File: src/rtl/vrta_pkg.sv
`default_nettype none
package vrta_pkg;

  // Request types.
  localparam logic [1:0] REQ_ALLOC   = 2'd0;
  localparam logic [1:0] REQ_RELEASE = 2'd1;
  localparam logic [1:0] REQ_CHECK   = 2'd2;

  // Result status codes.
  localparam logic [1:0] ST_OK        = 2'd0;
  localparam logic [1:0] ST_NO_MEMORY = 2'd1;
  localparam logic [1:0] ST_TABLE_FULL = 2'd2;
  localparam logic [1:0] ST_NOT_FOUND = 2'd3;

  // Configuration register indexes.
  localparam logic REG_POOL_BASE  = 1'b0;
  localparam logic REG_POOL_BYTES = 1'b1;

  localparam int PAGES_W = 21;

  // Commands broadcast from the controller to every cell.
  typedef struct packed {
    logic init;   // load entry 0 with the bookkeeping page
    logic alloc;  // load the entry whose index equals the region count
    logic step;   // advance the search wave by one cell
    logic shift;  // close the gap left by the released entry
  } vrta_cmd_t;

  // What one cell hands to the cell below it.
  typedef struct packed {
    logic [31:0] base;
    logic [31:0] size;
    logic        match;
    logic        hit;
    logic [31:0] hsize;
    logic [31:0] bbase;
    logic [31:0] bsize;
    logic        blast;
  } vrta_link_t;

endpackage
`default_nettype wire

File: src/rtl/vrta_cell.sv
`default_nettype none
module vrta_cell #(
  parameter int INDEX = 0,
  parameter int CNT_W = 9
) (
  input  logic                clk,
  input  vrta_pkg::vrta_cmd_t  cmd,
  input  logic [31:0]         wr_base,
  input  logic [31:0]         wr_size,
  input  logic [31:0]         cmp_addr,
  input  logic [CNT_W-1:0]    count,
  input  vrta_pkg::vrta_link_t up,
  output vrta_pkg::vrta_link_t down
);
  import vrta_pkg::*;

  logic [31:0] base;
  logic [31:0] size;
  logic        hit;
  logic [31:0] hsize;
  logic [31:0] bbase;
  logic [31:0] bsize;
  logic        blast;
  logic        match;
  logic        is_below_last;

  // Only live entries above the bookkeeping page take part in a search.
  assign match = (base == cmp_addr) && (INDEX > 0) && (CNT_W'(INDEX) < count);

  // True when the entry above this one is the last live entry or lies past it.
  assign is_below_last = ((CNT_W + 1)'(INDEX + 2) >= {1'b0, count});

  always_ff @(posedge clk) begin
    if (cmd.init && (INDEX == 0)) begin
      base <= wr_base;
      size <= wr_size;
    end else if (cmd.alloc && (count == CNT_W'(INDEX))) begin
      base <= wr_base;
      size <= wr_size;
    end else if (cmd.shift && !hit) begin
      base <= up.base;
      size <= up.size;
    end
  end

  // The wave keeps the highest match seen so far, plus the entry just below it.
  // A table restart clears the hit flags so the first search starts clean.
  always_ff @(posedge clk) begin
    if (cmd.init) begin
      hit <= 1'b0;
    end else if (cmd.step) begin
      hit <= up.hit | up.match;
      if (up.hit) begin
        hsize <= up.hsize;
        bbase <= up.bbase;
        bsize <= up.bsize;
        blast <= up.blast;
      end else begin
        hsize <= up.size;
        bbase <= base;
        bsize <= size;
        blast <= is_below_last;
      end
    end
  end

  assign down = '{base: base, size: size, match: match, hit: hit, hsize: hsize,
                  bbase: bbase, bsize: bsize, blast: blast};

endmodule
`default_nettype wire

File: config.mk
export PLATFORM = sky130hd
export DESIGN_NAME = vrta_cell
export DESIGN_NICKNAME = d
export VERILOG_FILES = /design/src/rtl/vrta_pkg.sv /design/src/rtl/vrta_cell.sv
export SDC_FILE = /design/constraint.sdc
export NUM_CORES = 1
export LEC_CHECK = 0
export BUFFER_PORTS_ARGS = -buffer_cell sky130_fd_sc_hd__buf_2
export CORE_AREA = 2 2 169 171
export DETAILED_ROUTE_END_ITERATION = 10
export DIE_AREA = 0 0 171 173
export PLACE_DENSITY = 0.55
export SYNTH_ARGS = -nofsm -noshare
export SYNTH_HDL_FRONTEND = slang
export SYNTH_SLANG_ARGS = --single-unit
File: constraint.sdc
create_clock -name clk -period 15.14 [get_ports clk]
set_input_delay 0.757 -clock clk [delete_from_list [all_inputs] [get_ports clk]]
set_output_delay 0.757 -clock clk [all_outputs]
set_load 0.02 [all_outputs]
[Word level (Yosys, flattened, before mapping)]
Index checks and enable logic that the tools add are counted.
Cells by class
  bitwise operators: 2
  reductions and logical operators: 6
  magnitude comparators: 1
  mux-type cells: 10
Operators with widths (count)
  32-bit 2-to-1 mux: 9
  2-bit by 9-bit greater-or-equal comparator with 1-bit output (first input constant): 1
  9-bit logical NOT: 1
  3-bit nonzero test: 1
  1-bit logical AND: 2
  2-bit AND reduction: 1
  1-bit logical NOT: 1
  1-bit 2-to-1 mux: 1
  1-bit inverter: 1
  1-bit bitwise OR: 1
Storage, ports and cells
  logic and storage cells: 26
  output and inout port bits: 163
  input port bits: 273
  register bits: 162

[Logic depth before layout (Yosys ltp)]
Gate-level depths: netlist (run 1).
  depth after elaboration: 5
  gate-level depth with buffers: 5
  depth with buffers taken out: 3

[Worst setup path after synthesis (run 1)]
Ideal clock, no wire load.
  kind: input port to flip-flop
  start: input port cmd[3] (netlist name)
  end: register bbase[0] (enable)
  data arrival time: 5.072 ns
  buffers on the path: 0
  data required time: 14.573 ns
  setup slack: 9.501 ns
  library setup time: 0.567 ns
  cell stages on the path: 1
  cell sequence: nor2b_1
On the way
  cells in the longest elaborated chain, start to end: 2
Ends and longest elaborated chain
  start, declared: RTL line vrta_cell.sv:7  | input vrta_pkg::vrta_cmd_t cmd,
  1-bit inverter (no line)
  2-bit AND reduction (no line)
  end signal, assigned: RTL line vrta_cell.sv:55  | bbase <= up.bbase;
  end signal, assigned: RTL line vrta_cell.sv:60  | bbase <= base;
  end, declared: RTL line vrta_cell.sv:21  | logic [31:0] bbase;
Every way passes these cells.
A chain may end at the register's enable or synchronous reset.

[Worst setup path after layout (run 1)]
  start: input port up[97] (netlist name)
  end: register hsize[19] (data pin)
On the way
  cells in the longest elaborated chain, start to end: 1
Ends and longest elaborated chain
  start, declared: RTL line vrta_cell.sv:12  | input vrta_pkg::vrta_link_t up,
  32-bit 2-to-1 mux: RTL line vrta_cell.sv:53  | if (up.hit) begin
  end signal, assigned: RTL line vrta_cell.sv:54  | hsize <= up.hsize;
  end signal, assigned: RTL line vrta_cell.sv:59  | hsize <= up.size;
  end, declared: RTL line vrta_cell.sv:20  | logic [31:0] hsize;
Every way passes these cells.

==> qor.tcl, run 1 <==
set qor(outcome) {complete, no violations}
set qor(leakagePower_nw) 4.36
set qor(antenna_violations_before_repair) 1
set qor(die_area_sq_mm) 0.0296
set qor(cts_buffer_count) 17
set qor(ctsRootBufferMaster) {clkbuf_16}
set qor(first_global_vias) 5065
set qor(finalClockSkew_ps) 10.7
set qor(synth_seq_area_share_pct) 68.0
set qor(postSynthNetCount) 630
set qor(area.growth.synth_to_final_pct) 41.5
set qor(h-tree-depth) 4
set qor(final_period_minus_worst_setup_slack_ps) 2330
set qor(ctsLongestPathBuffers) 2
set qor(post_synth_inst_count) 357
set qor(grt.overflow.total) 0
set qor(yosys_warnings) 0
set qor(hold_buffers) 0
set qor(postCtsResizedCells) 0
set qor(core-area_sq_mm) 0.0276
set qor(grt_setup_unrepaired) {false}
set qor(report.power.total_mw) 1.14
set qor(design.portCount) 436
set qor(instances_no_fill) 1155
set qor(die_w_um) 171
set qor(ys_ff_latch) 162
set qor(min_period_over_period_pct) 15.4
set qor(post-cts-setup-buffers) 0
set qor(gr-usage-all-layers_pct) 13.6
set qor(synth_top_cell_by_area) {edfxtp_1}
set qor(remaining_antenna_violation_count_after_routing) 0
set qor(initial_core_util_pct) 25.8
set qor(max_slew.worst_pin.slew_ps) 983
set qor(routabilityCongestion) 0.800
set qor(grt_max_degree) 65
set qor(layout.cells.most_common_list) {401 x buf_2, 161 x edfxtp_1, 100 x mux2_2}
set qor(dp_cells) 1123
set qor(fmax_mhz) 430
set qor(end_kind) {flip-flop}
set qor(post_synth.cell_area_avg_sq_um) 20.0
set qor(route.detailed.vias_per_inst) 4.12
set qor(fillers) 2730
set qor(clock_insertion_delay_worst_skew_ps) 420
set qor(timing.final.setup_violations) 0
set qor(crit_path_start_kind) {primary input}
set qor(seq_area_sq_mm) 0.00485
set qor(wire_per_inst_um) 17.6
set qor(synth_top_area_share_pct) 67.7
set qor(dp_wirelength_um) 15000
set qor(critPathArrivalTime_ps) 2490
set qor(worstPathMaxFanout) 55
set qor(max-slew-margin-rel_pct) 34.5
set qor(port-buffer-count) 402
set qor(rows) 61
set qor(finalHoldWorstSlack_ps) 523
set qor(syn-cell-area_sq_mm) 0.00714
set qor(layout.nets) 1037
set qor(hp_class) {flip-flop to flip-flop}
set qor(die_height_um) 173
set qor(detailedRoute.firstIterationViolations) 198
set qor(hold_viol) 0
set qor(synth_cell_types) 20
set qor(power_density_over_cell_area_mw_per_mm2) 113
set qor(clkSinkCount) 162
set qor(cap_viol_max_count) 0
set qor(via_count) 4758
set qor(layout_commonest_cell) {buf_2}
set qor(grt_first_pass_wirelength_um) 30000
set qor(drt_wl_total_um) 20400
set qor(critPathRequiredTime_ps) 15300
set qor(synth.top_cells.by_area) {edfxtp_1 68%, mux2_2 16%, mux2_4 13%, buf_6 0.95%, buf_2 0.42%}
set qor(post_route_cells_drive_above_1_share_pct) 77.6
set qor(cts_tree) {done}
set qor(crit_type) {primary input to flip-flop}
set qor(drt_drc_violations_left) 0
set qor(clock_transition_at_the_registers_of_the_reported_paths_ps) 70
set qor(vdd_ir_drop_max_uv) 58.1
set qor(setup_tns_ps) 0
set qor(multi_input_comb_area_sq_mm) 0.00215
set qor(dr.pass1.iters) 4
set qor(timing.final.max_slew_violations) 0
[registers in the layout (all words and copies together) (netlist names)]
register	count
blast	1
base	32
hit	1
hsize	32
size	32
bbase	32
bsize	32
[cell usage after synthesis, drive strengths merged]
cell type	instances
a31oi	1
nand2	2
conb	1
buf	15
o21ai	1
nor3b	1
dfxtp	1
edfxtp	161
a311o	1
clkbuf	5
nor2	2
nor4	1
a211oi	1
nor3	1
nand3	1
nor2b	2
mux2	160
[stage by stage]
step           util, %  worst slack (ps)  area [sq um]
3_3_place_gp      34.5             12320          9540
4_1_cts           36.5             12800         10100
3_5_place_dp      34.5             12330          9540
2_1_floorplan        -              9500          7140
5_1_grt           36.5             12720         10100
6_report          36.6             12810         10100
[final timing paths]
| path | from | end | slack (ps) | depth (start not counted) |
|---|---|---|---|---|
| hold reg to reg | hit | hit | 520 | 2 |
| setup reg to reg | hit | base[7] | 13410 | 3 |
| setup / recovery | up[97] | hsize[19] | 12810 | 3 |
| hold / removal | hit | hit | 520 | 2 |
[where the power goes]
part	leakage, nW	total, mW	switching (mW)	internal (mW)
logic	2.53	0.179	0.0958	0.0832
registers	1.56	0.546	0.0112	0.535
clock network	0.262	0.416	0.189	0.228
total	4.36	1.14	0.296	0.846
[kinds of logic (layout without fill, tap and decap cells)]
family / count (synthesis) / count (layout) / synth area share (%)
mux: 160 / 160 / 28.4
other cells: 1 / 2 / 0.0525
buf+inv: 20 / 439 / 1.95
simple gates: 10 / 10 / 0.999
compound gates: 4 / 4 / 0.613
flops: 162 / 162 / 68.0
[final cells by class]
class,count,share of cell area [%]
antenna,1,0.0248
clock buffer,17,4.21
clock inverter,14,1.29
multi-input combinational,175,21.3
sequential,162,48.1
tap,378,4.68
timing repair buffer,408,20.4
[critical path, cell delays in order]
cell    delay, ps
buf_4         470
buf_4         710
mux2_2        420
[layer usage]
layer  up-vias  wire (um)  track usage (%)  share of wire, %
li1       2221          -                -                 -
met1      2295       7770             15.0                38
met2       223      10700             24.6                53
met3        17       1610             4.44               7.9
met4         2        272             4.10               1.3
met5         -         13                0             0.064
Note: power is estimated with default switching activity, not from simulation.
==> inputs of run 2 (changes only) <==
Settings changed: CORE_AREA 2 2 169 171 to 2 2 172 174, DIE_AREA 0 0 171 173 to 0 0 174 176, PLACE_DENSITY 0.55 to 0.53.
Clock period 15.14 ns to 2.3 ns, I/O delays scaled along.
==> run 2 against run 1 <==
  * Non-clock buffer count is 211 higher
  * Cell area increased by 22%
  * Clock skew rose by 5.9 ps
  * Sequential power rose to 6.6 times the previous value
  * Worst setup slack worse by 12000 ps
  * Clock power rose to 6.6 times the previous value
  * Final cell count grew 19%
  * Routed wire length up 13%
  * Register-to-register slack got worse by 13000 ps
  * Flip-flop and latch count unchanged
  * Count of clock-buffer cells in the layout grew 1
  * Largest cell class unchanged
==> qor.tcl, run 2 (synthesis results as in run 1) <==
set qor(outcome) {complete, no violations}
set qor(hold_viol) 0
set qor(core-area_sq_mm) 0.0285
set qor(max_stage_delay_ps) 560
set qor(dr.pass1.iters) 4
set qor(cap_viol_max_count) 0
set qor(wire_per_inst_um) 16.8
set qor(first_global_vias) 6261
set qor(post_place_cell_area_sq_mm) 0.00964
set qor(cts_buffer_count) 17
set qor(ctsLongestPathBuffers) 2
set qor(finalClockSkew_ps) 16.6
set qor(layout.cells.most_common_list) {401 x buf_2, 209 x dlygate4sd3_1, 161 x edfxtp_1}
set qor(end_kind) {flip-flop}
set qor(hp_class) {primary input to flip-flop}
set qor(die_height_um) 176
set qor(grt_first_pass_wirelength_um) 35000
set qor(crit_path_start_kind) {primary input}
set qor(crit_buf_inv) 3
set qor(fmax_mhz) 557
set qor(die_w_um) 174
set qor(grt_setup_unrepaired) {false}
set qor(final_design_area_no_fill_sq_mm) 0.0123
set qor(rows) 62
set qor(cpLargestDelayFamily) {buffers and inverters}
set qor(drt_wl_total_um) 23000
set qor(design.portCount) 436
set qor(port-buffer-count) 402
set qor(final_period_minus_worst_setup_slack_ps) 1790
set qor(gr-usage-all-layers_pct) 14.9
set qor(layout.nets) 1248
set qor(min_period_over_period_pct) 78.0
set qor(detailedRoute.firstIterationViolations) 226
set qor(worstPathMaxFanout) 33
set qor(vdd_ir_drop_max_uv) 447
set qor(report.power.total_mw) 7.88
set qor(worst_path_cell_with_the_longest_stage_delay) {dlygate4sd3_1}
set qor(die_area_sq_mm) 0.0306
set qor(setup_tns_ps) 0
set qor(power_density_over_cell_area_mw_per_mm2) 641
set qor(layout_commonest_cell) {buf_2}
set qor(post-cts-setup-buffers) 0
set qor(h-tree-depth) 4
set qor(grt_max_degree) 65
set qor(clkSinkCount) 162
set qor(sequence_of_cells_on_the_critical_path) {buf_2, nor3b_1, a31oi_4, buf_12, mux2_4, dlygate4sd3_1}
set qor(dp_wirelength_um) 15200
set qor(max_slew.worst_pin.slew_ps) 628
set qor(clock_transition_at_the_registers_of_the_reported_paths_ps) 70
set qor(via_count) 5649
set qor(leakagePower_nw) 5.27
set qor(cts_tree) {done}
set qor(post_route_cells_drive_above_1_share_pct) 61.3
set qor(antenna_cells_inserted) 0
set qor(remaining_antenna_violation_count_after_routing) 0
set qor(routabilityCongestion) 0.781
set qor(antenna_violations_before_repair) 0
set qor(drt_drc_violations_left) 0
set qor(clock_insertion_delay_worst_skew_ps) 420
set qor(grt.overflow.total) 0
set qor(route.detailed.vias_per_inst) 4.12
set qor(initial_core_util_pct) 25.0
set qor(critPathRequiredTime_ps) 2460
set qor(max-slew-margin-rel_pct) 58.2
set qor(crit_type) {primary input to flip-flop}
set qor(ctsRootBufferMaster) {clkbuf_16}
set qor(critPathArrivalTime_ps) 1950
set qor(area.growth.synth_to_final_pct) 72.1
set qor(hold_buffers) 206
set qor(postCtsResizedCells) 0
set qor(timing.final.max_slew_violations) 0
set qor(timing.final.setup_violations) 0
-- run 2: cell count changes in the layout (fill, tap and decap cells not counted), sizes merged --
| cell | delta |
|---|---|
| clkbuf | +1 |
| buf | +2 |
| clkinvlp | -1 |
| dlygate4sd3 | +209 |
| diode | -1 |
| clkinv | +1 |
| inv | +1 |
| bufinv | -1 |
-- run 2: where the power goes --
part           switching (mW)  total [mW]  internal, mW
Clock                    1.33        2.75          1.42
Combinational           0.701        1.53         0.827
Sequential             0.0785        3.60          3.52
-- run 2: per-layer routing --
metal | global-route usage [%] | part of all wire, %
met1 | 16.9 | 39
met2 | 26.7 | 52
met3 | 4.35 | 5.9
met4 | 5.01 | 2.7
met5 | 0 | 0
-- run 2: through the flow --
step           util, %  hold slack (ps)  cells  setup WS (ps)
3_3_place_gp      33.8              330   1131            663
6_report          43.0             18.7   1372            506
4_1_cts           42.9           0.0880   1369            527
3_5_place_dp      33.8              337   1131            638
2_1_floorplan        -              188    357            291
5_1_grt           43.0           0.0416   1372            471
-- run 2: worst paths after layout --
check	endpoint	cells past startpoint	slack (ps)	start
max	base[3]	6	510	count[1]
min	hsize[23]	2	20	up[88]
max reg2reg	base[3]	3	890	hit
min reg2reg	bbase[22]	1	570	base[22]
-- run 2: layout make-up --
type | instances | area (sq um)
Sequential cell | 162 | 4850
Multi-Input combinational cell | 175 | 2150
Fill cell | 2682 | 16300
Tap cell | 384 | 480
Timing Repair Buffer | 619 | 4240
Clock inverter | 14 | 125
Clock buffer | 18 | 429
